$ cat config.mk
export PLATFORM = sky130hd
export DESIGN_NAME = overwriting_byte_ring_buffer
export DESIGN_NICKNAME = d
export VERILOG_FILES = /design/src/rtl/obrb_pkg.sv /design/src/rtl/obrb_front.sv /design/src/rtl/obrb_cmd_fifo.sv /design/src/rtl/obrb_back.sv /design/src/rtl/overwriting_byte_ring_buffer.sv
export SDC_FILE = /design/constraint.sdc
export NUM_CORES = 1
export LEC_CHECK = 0
export ABC_AREA = 0
export BUFFER_PORTS_ARGS = -buffer_cell sky130_fd_sc_hd__buf_4
export CAP_MARGIN = 20
export CELL_PAD_IN_SITES_DETAIL_PLACEMENT = 0
export CELL_PAD_IN_SITES_GLOBAL_PLACEMENT = 1
export CORE_MARGIN = 4
export CORE_UTILIZATION = 50
export CTS_CLUSTER_SIZE = 24
export DETAILED_ROUTE_END_ITERATION = 10
export PLACE_DENSITY = 0.82
export SETUP_SLACK_MARGIN = 0.2
export SKIP_LAST_GASP = 1
export SYNTH_ARGS = -nofsm -noshare
export SYNTH_HDL_FRONTEND = slang
export SYNTH_SLANG_ARGS = --single-unit
$ cat constraint.sdc
create_clock -name clk -period 8.65 [get_ports clk]
set_input_delay 0.865 -clock clk [delete_from_list [all_inputs] [get_ports clk]]
set_output_delay 0.865 -clock clk [all_outputs]
set_load 0.005 [all_outputs]
$ cat src/rtl/obrb_pkg.sv
// Shared types and constants for the overwriting byte ring buffer.
// Used by obrb_front, obrb_cmd_fifo, obrb_back and the top level.
// Depends on nothing else.
`timescale 1ns / 1ps

package obrb_pkg;

  localparam int BYTE_W        = 8;
  localparam int FUNC_W        = 3;
  localparam int COUNT_W       = 7;
  // Widest store index, for the largest supported depth of 64.
  localparam int ADDR_W        = 6;
  localparam int DEPTH_DEFAULT = 64;
  localparam int CMDQ_DEPTH    = 4;
  localparam int CMDQ_PTR_W    = $clog2(CMDQ_DEPTH);

  // Operation codes carried by an input item.
  typedef enum logic [FUNC_W-1:0] {
    OP_PUSH       = 3'd0,
    OP_POP        = 3'd1,
    OP_PEEK_FRONT = 3'd2,
    OP_PEEK_BACK  = 3'd3,
    OP_SKIP       = 3'd4,
    OP_CLEAR      = 3'd5
  } op_t;

  // What the back end does with a queued command.
  typedef enum logic [1:0] {
    CMD_WRITE = 2'd0,
    CMD_READ  = 2'd1,
    CMD_EMPTY = 2'd2
  } cmd_kind_t;

  // One classified operation, with the status it reports.
  typedef struct packed {
    cmd_kind_t          kind;
    logic [BYTE_W-1:0]  data;
    logic [ADDR_W-1:0]  addr;
    logic [COUNT_W-1:0] granted;
    logic               dropped;
    logic [COUNT_W-1:0] fill;
  } cmd_t;

endpackage

$ cat src/rtl/obrb_front.sv
// Front end of the ring buffer: accepts items, owns the pointers and the
// fill level, and turns each item into one queued command.
// Depends on obrb_pkg.
`timescale 1ns / 1ps

module obrb_front #(
  parameter int DEPTH = obrb_pkg::DEPTH_DEFAULT
) (
  input  logic                         clk,
  input  logic                         rst,
  input  logic                         in_valid,
  output logic                         in_stall,
  input  logic [obrb_pkg::FUNC_W-1:0]  func,
  input  logic [obrb_pkg::BYTE_W-1:0]  data_in,
  input  logic [obrb_pkg::COUNT_W-1:0] count,
  input  logic                         q_full,
  output logic                         q_push,
  output obrb_pkg::cmd_t               q_cmd
);

  import obrb_pkg::*;

  localparam int PTR_W = $clog2(DEPTH);

  logic [PTR_W-1:0]   write_pointer, write_pointer_next;
  logic [PTR_W-1:0]   read_pointer, read_pointer_next;
  logic [COUNT_W-1:0] fill_count, fill_count_next;
  logic [COUNT_W-1:0] grant;
  logic [COUNT_W-1:0] wp_ext;
  logic [PTR_W-1:0]   back_start;
  logic               accept;
  logic               full;

  // Add with wrap at DEPTH; the sum never reaches twice DEPTH.
  function automatic logic [PTR_W-1:0] wrap_add(input logic [PTR_W-1:0] p,
                                                input logic [COUNT_W-1:0] n);
    logic [COUNT_W-1:0] s;
    s = COUNT_W'(p) + n;
    if (s >= COUNT_W'(DEPTH)) begin
      s = s - COUNT_W'(DEPTH);
    end
    return s[PTR_W-1:0];
  endfunction

  assign in_stall = q_full;
  assign accept   = in_valid && !q_full;
  assign q_push   = accept;
  assign full     = (fill_count == COUNT_W'(DEPTH));

  // Requested count cut to the fill level.
  assign grant = (count < fill_count) ? count : fill_count;

  // Oldest of the newest grant bytes: write pointer minus grant, wrapped.
  assign wp_ext = COUNT_W'(write_pointer);
  always_comb begin
    if (wp_ext >= grant) begin
      back_start = PTR_W'(wp_ext - grant);
    end else begin
      back_start = PTR_W'(wp_ext + COUNT_W'(DEPTH) - grant);
    end
  end

  // Classify the item and work out the pointer updates.
  always_comb begin
    write_pointer_next = write_pointer;
    read_pointer_next  = read_pointer;
    fill_count_next    = fill_count;
    q_cmd.kind         = CMD_EMPTY;
    q_cmd.data         = data_in;
    q_cmd.addr         = ADDR_W'(read_pointer);
    q_cmd.granted      = '0;
    q_cmd.dropped      = 1'b0;
    unique case (op_t'(func))
      OP_PUSH: begin
        q_cmd.kind         = CMD_WRITE;
        q_cmd.addr         = ADDR_W'(write_pointer);
        q_cmd.granted      = COUNT_W'(1);
        write_pointer_next = wrap_add(write_pointer, COUNT_W'(1));
        if (full) begin
          read_pointer_next = wrap_add(read_pointer, COUNT_W'(1));
          q_cmd.dropped     = 1'b1;
        end else begin
          fill_count_next = fill_count + COUNT_W'(1);
        end
      end
      OP_POP: begin
        q_cmd.kind        = (grant != '0) ? CMD_READ : CMD_EMPTY;
        q_cmd.granted     = grant;
        read_pointer_next = wrap_add(read_pointer, grant);
        fill_count_next   = fill_count - grant;
      end
      OP_PEEK_FRONT: begin
        q_cmd.kind    = (grant != '0) ? CMD_READ : CMD_EMPTY;
        q_cmd.granted = grant;
      end
      OP_PEEK_BACK: begin
        q_cmd.kind    = (grant != '0) ? CMD_READ : CMD_EMPTY;
        q_cmd.addr    = ADDR_W'(back_start);
        q_cmd.granted = grant;
      end
      OP_SKIP: begin
        q_cmd.granted     = grant;
        read_pointer_next = wrap_add(read_pointer, grant);
        fill_count_next   = fill_count - grant;
      end
      OP_CLEAR: begin
        write_pointer_next = '0;
        read_pointer_next  = '0;
        fill_count_next    = '0;
      end
      default: begin
        // Unused codes change nothing and report an empty result.
      end
    endcase
    q_cmd.fill = fill_count_next;
  end

  // Pointer and fill registers move only on an accepted item.
  always_ff @(posedge clk) begin
    if (rst) begin
      write_pointer <= '0;
      read_pointer  <= '0;
      fill_count    <= '0;
    end else if (accept) begin
      write_pointer <= write_pointer_next;
      read_pointer  <= read_pointer_next;
      fill_count    <= fill_count_next;
    end
  end

endmodule

$ cat src/rtl/obrb_cmd_fifo.sv
// Short command queue between the front and back ends of the ring buffer.
// Register based, head entry always visible to the reader.
// Depends on obrb_pkg.
`timescale 1ns / 1ps

module obrb_cmd_fifo (
  input  logic           clk,
  input  logic           rst,
  input  logic           push,
  input  obrb_pkg::cmd_t push_cmd,
  output logic           full,
  input  logic           pop,
  output obrb_pkg::cmd_t head,
  output logic           empty
);

  import obrb_pkg::*;

  cmd_t                  entries [CMDQ_DEPTH];
  logic [CMDQ_PTR_W-1:0] wr_ptr;
  logic [CMDQ_PTR_W-1:0] rd_ptr;
  logic [CMDQ_PTR_W:0]   used;

  assign full  = (used == (CMDQ_PTR_W + 1)'(CMDQ_DEPTH));
  assign empty = (used == '0);
  assign head  = entries[rd_ptr];

  // Storage for queued commands.
  always_ff @(posedge clk) begin
    if (push) begin
      entries[wr_ptr] <= push_cmd;
    end
  end

  // Pointers and occupancy.
  always_ff @(posedge clk) begin
    if (rst) begin
      wr_ptr <= '0;
      rd_ptr <= '0;
      used   <= '0;
    end else begin
      if (push) begin
        wr_ptr <= wr_ptr + CMDQ_PTR_W'(1);
      end
      if (pop) begin
        rd_ptr <= rd_ptr + CMDQ_PTR_W'(1);
      end
      if (push && !pop) begin
        used <= used + (CMDQ_PTR_W + 1)'(1);
      end else if (pop && !push) begin
        used <= used - (CMDQ_PTR_W + 1)'(1);
      end
    end
  end

endmodule

$ cat src/rtl/obrb_back.sv
// Back end of the ring buffer: holds the byte store, carries out queued
// commands in order and drives the registered result channel.
// Depends on obrb_pkg.
`timescale 1ns / 1ps

module obrb_back #(
  parameter int DEPTH = obrb_pkg::DEPTH_DEFAULT
) (
  input  logic                         clk,
  input  logic                         rst,
  input  obrb_pkg::cmd_t               head,
  input  logic                         q_empty,
  output logic                         q_pop,
  output logic                         out_valid,
  input  logic                         out_stall,
  output logic [obrb_pkg::BYTE_W-1:0]  data_out,
  output logic                         data_valid,
  output logic                         last,
  output logic                         dropped,
  output logic [obrb_pkg::COUNT_W-1:0] granted_count,
  output logic [obrb_pkg::COUNT_W-1:0] fill_level,
  output logic [obrb_pkg::COUNT_W-1:0] free_space
);

  import obrb_pkg::*;

  localparam int PTR_W = $clog2(DEPTH);

  logic [BYTE_W-1:0]  byte_store [DEPTH];
  logic [BYTE_W-1:0]  rd_data;
  logic [COUNT_W-1:0] idx;
  logic [PTR_W-1:0]   cur_addr;
  logic [PTR_W-1:0]   rd_addr;
  logic [PTR_W-1:0]   rd_addr_inc;
  logic               issue;
  logic               is_read;
  logic               is_last_byte;
  logic               cmd_done;

  // A result can be issued when the output register is free or draining.
  assign issue   = !q_empty && (!out_valid || !out_stall);
  assign is_read = (head.kind == CMD_READ);

  // First byte starts at the command's address, later ones follow on.
  assign rd_addr      = (idx == '0) ? head.addr[PTR_W-1:0] : cur_addr;
  assign rd_addr_inc  = (rd_addr == PTR_W'(DEPTH - 1)) ? '0 : rd_addr + PTR_W'(1);
  assign is_last_byte = ((idx + COUNT_W'(1)) == head.granted);
  assign cmd_done     = !is_read || is_last_byte;
  assign q_pop        = issue && cmd_done;

  // Byte store: one write port for pushes, one registered read port.
  always_ff @(posedge clk) begin
    if (issue && head.kind == CMD_WRITE) begin
      byte_store[head.addr[PTR_W-1:0]] <= head.data;
    end
    if (issue && is_read) begin
      rd_data <= byte_store[rd_addr];
    end
  end

  // Byte position within the current read command.
  always_ff @(posedge clk) begin
    if (rst) begin
      idx      <= '0;
      cur_addr <= '0;
    end else if (issue && is_read) begin
      cur_addr <= rd_addr_inc;
      idx      <= is_last_byte ? '0 : idx + COUNT_W'(1);
    end
  end

  // Output register valid flag.
  always_ff @(posedge clk) begin
    if (rst) begin
      out_valid <= 1'b0;
    end else begin
      out_valid <= issue || (out_valid && out_stall);
    end
  end

  // Result status fields, loaded with each issued result.
  always_ff @(posedge clk) begin
    if (issue) begin
      data_valid    <= is_read;
      last          <= cmd_done;
      dropped       <= head.dropped;
      granted_count <= head.granted;
      fill_level    <= head.fill;
    end
  end

  assign data_out   = data_valid ? rd_data : '0;
  assign free_space = COUNT_W'(DEPTH) - fill_level;

endmodule

$ cat src/rtl/overwriting_byte_ring_buffer.sv
// Top level of the overwriting byte ring buffer.
// Instantiates obrb_front, obrb_cmd_fifo and obrb_back; depends on obrb_pkg.
//
//   Channel   Handshake              Fields
//   input     in_valid / in_stall    func, data_in, count
//   output    out_valid / out_stall  data_out, data_valid, last, dropped,
//                                    granted_count, fill_level, free_space
//
// The front end takes one item per cycle while the four-entry command queue
// has room. Push, skip, clear and empty reads give one result each; a read
// of g bytes gives g results, one per byte, through the single read port
// of the byte store. Items pass through the command queue and the result
// register. Reset clears the pointers, the fill level, the queue and the
// output flag; the byte store is not cleared. Output stalls hold the result
// register and back up into the queue, which then stalls the input.
`timescale 1ns / 1ps

module overwriting_byte_ring_buffer #(
  parameter int DEPTH = obrb_pkg::DEPTH_DEFAULT
) (
  input  logic                         clk,
  input  logic                         rst,
  input  logic                         in_valid,
  output logic                         in_stall,
  input  logic [obrb_pkg::FUNC_W-1:0]  func,
  input  logic [obrb_pkg::BYTE_W-1:0]  data_in,
  input  logic [obrb_pkg::COUNT_W-1:0] count,
  output logic                         out_valid,
  input  logic                         out_stall,
  output logic [obrb_pkg::BYTE_W-1:0]  data_out,
  output logic                         data_valid,
  output logic                         last,
  output logic                         dropped,
  output logic [obrb_pkg::COUNT_W-1:0] granted_count,
  output logic [obrb_pkg::COUNT_W-1:0] fill_level,
  output logic [obrb_pkg::COUNT_W-1:0] free_space
);

  import obrb_pkg::*;

  cmd_t q_cmd;
  cmd_t q_head;
  logic q_push;
  logic q_pop;
  logic q_full;
  logic q_empty;

  // Item acceptance and classification.
  obrb_front #(
    .DEPTH (DEPTH)
  ) u_front (
    .clk      (clk),
    .rst      (rst),
    .in_valid (in_valid),
    .in_stall (in_stall),
    .func     (func),
    .data_in  (data_in),
    .count    (count),
    .q_full   (q_full),
    .q_push   (q_push),
    .q_cmd    (q_cmd)
  );

  // Command queue between the two halves.
  obrb_cmd_fifo u_cmd_fifo (
    .clk      (clk),
    .rst      (rst),
    .push     (q_push),
    .push_cmd (q_cmd),
    .full     (q_full),
    .pop      (q_pop),
    .head     (q_head),
    .empty    (q_empty)
  );

  // Store access and result generation.
  obrb_back #(
    .DEPTH (DEPTH)
  ) u_back (
    .clk           (clk),
    .rst           (rst),
    .head          (q_head),
    .q_empty       (q_empty),
    .q_pop         (q_pop),
    .out_valid     (out_valid),
    .out_stall     (out_stall),
    .data_out      (data_out),
    .data_valid    (data_valid),
    .last          (last),
    .dropped       (dropped),
    .granted_count (granted_count),
    .fill_level    (fill_level),
    .free_space    (free_space)
  );

endmodule
# ---- Word-level counts from Yosys, hierarchy flattened
# Memories as Yosys holds them, arrays and structs flattened. A register that Yosys moved wholly into a read port is not among the register bits.
# Index checks and enable logic that the tools add are counted.
dict set report word_totals {
  register_bits 57
  ram_bits 636
  memories 2
}
# memory words word_bits read_ports rd_ports_with_merged_regs wr line
set memory_table {}
lappend memory_table {u_back.byte_store 64 8 1 1 1 obrb_back.sv:29} ;# logic [BYTE_W-1:0] byte_store [DEPTH];
lappend memory_table {u_cmd_fifo.entries 4 31 1 1 1 obrb_cmd_fifo.sv:19} ;# cmd_t entries [CMDQ_DEPTH];
dict set report op_classes {
  add_sub_neg 18
  magnitude_cmp 5
  eq_ne 11
  muxes 28
  reduce_logical 31
}
# cell n
set ops {}
lappend ops {{6-bit 2-to-1 mux} 7}
lappend ops {{6-bit case mux with 2 select lines} 2}
lappend ops {{7-bit >= comparator (second input constant)} 3}
lappend ops {{7-bit 2-to-1 mux} 3}
lappend ops {{7-bit case mux with 3 select lines} 1}
lappend ops {{6-bit case mux with 3 select lines} 1}
lappend ops {{6-bit by 1-bit subtractor with 6-bit output (second input constant)} 3}
lappend ops {{6-bit by 1-bit adder with 7-bit output (second input constant)} 2}
lappend ops {{7-bit by 1-bit adder with 7-bit output (second input constant)} 2}
lappend ops {{7-bit case mux with 2 select lines} 1}
lappend ops {{6-bit by 1-bit adder with 6-bit output (second input constant)} 2}
lappend ops {{6-bit subtractor} 2}
lappend ops {{3-bit equality test (second input constant)} 3}
lappend ops {{1-bit logical AND} 8}
lappend ops {{8-bit 2-to-1 mux} 1}
lappend ops {{6-bit by 7-bit adder with 7-bit output} 1}
lappend ops {{7-bit equality test} 1}
lappend ops {{7-bit equality test (second input constant)} 1}
lappend ops {{6-bit by 7-bit >= comparator with 1-bit output} 1}
lappend ops {{1-bit zero test} 7}
lappend ops {{7-bit zero test} 1}
lappend ops {{7-bit less-than comparator} 1}
lappend ops {{7-bit nonzero test} 1}
lappend ops {{7-bit subtractor} 1}
lappend ops {{23 further kinds} 37}

# ---- Longest topological paths before layout
dict set report logic_depth {
  depth_word 7
  mapped_depth 22
  mapped_depth_nobuf 20
}

# ---- Cells and area by module
# Synthesis repeated with hierarchy kept, for this count alone.
dict set report hier_totals {
  hier_cells 3475
  hier_area_um2 37652.4
}
# module n_inst cells_each area_each_um2 seq_area_each_um2
set by_module_without_submodules {}
lappend by_module_without_submodules {obrb_back 1 2932 30282.8 16405.7}
lappend by_module_without_submodules {obrb_cmd_fifo 1 205 4903.5 3903.7}
lappend by_module_without_submodules {obrb_front 1 338 2466.1 380.4}

# ---- Worst setup path before layout
# OpenSTA, ideal clock, no wires.
dict set report synth_path {
  path_type {input -> register}
  startpoint {input port count[6] (netlist bit)}
  endpoint {memory u_cmd_fifo.entries[0][6] (netlist bit), data pin}
  arrival_time_ps 4596
  setup_slack_ps 3861
  cell_stages 19
  n_path_buf 1
  cell_sequence {ha_1 a21oi_1 o21ai_2 a21oi_4 clkbuf_1 o21ai_0 ha_1 inv_1 ha_1 nor2_1 maj3_1 maj3_1 a211oi_1 a21oi_1 o31ai_1 a21oi_1 xnor2_1 nand2_1 a22oi_1}
}
# element line
set synth_lines {}
lappend synth_lines {{start, declared} overwriting_byte_ring_buffer.sv:27} ;# input logic [obrb_pkg::COUNT_W-1:0] count,
lappend synth_lines {{end, declared} obrb_cmd_fifo.sv:19}

==> metrics.md <==
| Metric | Value |
|---|---|
| CP max FO | `13` |
| CTS Buf Count | `between 70 and 80` |
| Largest net degree at the start of global routing | `176` |
| Top cells by area, synth | `edfxtp_1 (67%), nand2_1 (7.0%), a311oi_1 (3.1%), dfxtp_1 (2.8%), nand3_1 (2.5%)` |
| DRC | `0` |
| Crit path launch | `u_front.fill_count[4]` |
| Boundary pin count | `56` |
| Final wirelength | `69.9 mm` |
| MaxCap Viol Count | `0` |
| Clock sink total | `about 700` |
| Synth unique cells | `64` |
| Reg2Reg Setup Slack | `3.53 ns` |
| Cell taking the most area after synthesis | `edfxtp_1` |
| Final core occ | `0.562` |
| First-pass iteration count of the detailed router | `6` |
| Clock latency at the later pin of the worst-skew pair | `about 0.62 ns` |
| Most frequent cells in the layout | `edfxtp_1 (661), nand2_1 (558), nand3_1 (147)` |
| Placed cells | `between 3000 and 4000` |
| Clock skew | `roughly 0.024 ns` |
| Number of global-route vias before repair | `roughly 18000` |
| Syn Area/Cell | `12.8 um2` |
| GRT overflow | `0` |
| Hold Crit Start | `data_in[3]` |
| Htree depth | `3` |
| EDFF count, synth | `approximately 660` |
| GPL Wtd Cong | `approximately 0.86` |
| Achievable clock frequency | `between 0.15 and 0.2 GHz` |
| Starting density of the core | `0.504` |
| WL/cell | `approximately 22 um` |
| Ant diodes | `0` |
| Die Wd | `252 um` |
| Peak supply drop | `~300 uV` |
| CP Data Required Time | `about 9 ns` |
| Final Slew Violations | `0` |
| Final Hold Fails | `0` |
| Share of cells above drive strength 1 | `0.100` |
| Non-filler cells in the finished layout | `~3200` |
| Postcts setup bufs | `0` |
| Core area | `just under 0.06 mm2` |
| Asr flop ratio synth | `0` |
| Post-CTS resize count | `0` |
| Crit path launch type | `register` |
| Final instance area | `0.0331 mm2` |
| Commonest non-fill, non-tap cell in the layout | `edfxtp_1` |
| RSZ-0062 raised after global routing | `false` |
| FF-to-FF path depth | `19` |
| Hold depth | `1` |
| PwrDens | `335 mW/mm2` |
| Worst relative slew slack | `0.380` |
| Vias per cell | `5.94` |
| Slew @ Worst Pin | `0.926 ns` |
| WP data arrival | `between 5 and 6 ns` |
| Critical Path End Type | `register` |
| Clock-pin transition on the worst setup and hold timing paths | `0.06 ns` |
| P&R area growth vs syn | `11.4%` |
| Routed Antenna Nets | `0` |
| Pleak | `~11 nW` |
| #FFs+latches synth | `about 700` |
| Register area share after synthesis | `0.695` |
| Setup_tns | `0 ns` |
| CTS Buffer Depth | `3` |
| Input/output buffers | `between 50 and 60` |
| Top FF cell, synth | `edfxtp_1` |
| Post-cts hold buffer count | `0` |
| Antenna violations before repair | `0` |
| Final Net Count | `~2400` |
| Syn nets | `~2400` |
| RR Endpoint | `u_cmd_fifo.entries[3][6]` |
| Area of the die | `~0.063 mm2` |
| GRT Total Usage | `0.216` |
| Routed via count | `18856` |
| Fin crit period | `5.12 ns` |
| Synth warn | `0` |
| Status | `completed` |
| Final period util | `0.592` |
| Root buf cell | `clkbuf_16` |
| Min-Delay Endpoint | `u_cmd_fifo.entries[3][24]` |
| Synth top area share | `0.667` |
| CP Class | `register to register` |
| DP Area | `approximately 0.031 mm2` |
| Worst r2r src | `u_front.fill_count[4]` |
| Post-DP HPWL | `slightly above 40 mm` |
| Worst Hold Class | `primary input to register` |
| Initial DRC count | `between 1500 and 2000` |
| Setup Viol. Count Final | `0` |
| Mapped Cells | `2327` |
| Post-Synthesis Cell Area | `around 0.030 mm2` |
| First-pass GRT wire length | `107 mm` |
| Die Y | `~250 um` |
| CTS tree | `yes` |
| Placement Rows | `89` |
[metal layers]
metal	share of wire	track usage	vias to the layer above
met5	0	0	-
met1	0.42	0.307	9345
li1	-	-	8668
met2	0.48	0.350	747
met4	0.021	0.0596	0
met3	0.077	0.0375	96
[per-stage QoR]
| step | hold slack [ns] | setup slack, ns | total power [mW] |
|---|---|---|---|
| 5_1_grt | 0.451 | 3.09 | 11.6 |
| 4_1_cts | 0.432 | 3.53 | 11.1 |
| 2_1_floorplan | 0.454 | 3.86 | 6.84 |
| 3_3_place_gp | 0.480 | 3.43 | 8.05 |
| 6_report | 0.462 | 3.53 | 11.1 |
| 3_5_place_dp | 0.491 | 3.26 | 8.13 |
[state kept, by name, indices dropped and copies added, names as in the netlist, named ones only]
name                   cells
u_cmd_fifo.wr_ptr          2
u_cmd_fifo.rd_ptr          2
u_back.last                1
u_back.data_valid          1
u_back.cur_addr            6
u_cmd_fifo.used            3
u_front.write_pointer      6
u_back.rd_data             8
u_back.granted_count       7
u_back.byte_store        512
u_back.idx                 7
u_back.out_valid           1
u_back.dropped             1
u_back.fill_level          7
u_front.read_pointer       6
u_front.fill_count         7
u_cmd_fifo.entries       124
[worst max path at each step]
stage                               endpoint  slack, ns  depth (start not counted)
global placement    u_cmd_fifo.entries[3][6]       3.43                         19
global route        u_cmd_fifo.entries[3][6]       3.09                         19
finish              u_cmd_fifo.entries[3][6]       3.53                         19
detailed placement  u_cmd_fifo.entries[3][6]       3.26                         19
floorplan           u_cmd_fifo.entries[0][6]       3.86                         19
CTS                 u_cmd_fifo.entries[3][6]       3.53                         19
[cell usage after synthesis (5+ instances only)]
cell type and instances:
a211oi_1 25, a21o_1 7, a21oi_1 75, a22oi_1 8, a311oi_1 105, a31oi_1 32, and2_1 17, and3_1 69
buf_1 11, buf_2 54, clkbuf_1 70, dfxtp_1 42, edfxtp_1 661, ha_1 30, inv_1 33, maj3_1 6
mux2i_1 7, mux4_2 31, nand2_1 558, nand2b_1 6, nand3_1 147, nand3b_1 6, nor2_1 139, nor2b_1 15
nor3_1 31, o21ai_0 19, o22ai_1 5, xnor2_1 29, xor2_1 21
[cell type report]
cell class / instances / area, um2
Clock buffer: 90 / 1890
Clock inverter: 39 / 393
Timing Repair Buffer: 87 / 678
Multi-Input combinational cell: 1449 / 8380
Sequential cell: 703 / 20700
Fill cell: 4697 / 25900
Inverter: 36 / 143
Tap cell: 773 / 967
[worst max-delay path: stages, from the launching register on]
cell and delay (ns):
dfxtp_1 0.52, inv_1 0.21, ha_1 0.35, a21oi_1 0.36
o21ai_2 0.15, a21oi_4 0.34, o21ai_0 0.35, ha_1 0.34
inv_1 0.09, ha_1 0.24, nor2_1 0.09, maj3_1 0.36
maj3_1 0.39, a211oi_1 0.24, a21oi_1 0.06, o31ai_1 0.12
a21oi_1 0.13, xnor2_1 0.16, nand2_1 0.08, a22oi_1 0.31
[where the power goes]
group / switching [mW] / total [mW] / internal, mW / leakage, nW
clock network: 1.29 / 3.03 / 1.74 / 1.11
logic: 2.59 / 3.72 / 1.13 / 3.77
registers: 0.110 / 4.36 / 4.25 / 6.34
total: 3.98 / 11.1 / 7.12 / 11.2
[logic make-up after synthesis]
logic type / synth area share
xor gates and xnor gates: 0.0147
DFF: 0.695
adders and majority gates: 0.0160
AOI/OAI and AO/OA: 0.0744
muxes: 0.0281
buffers and inverters: 0.0249
and+or+nand+nor: 0.147
(Power assumes the default switching activity.)
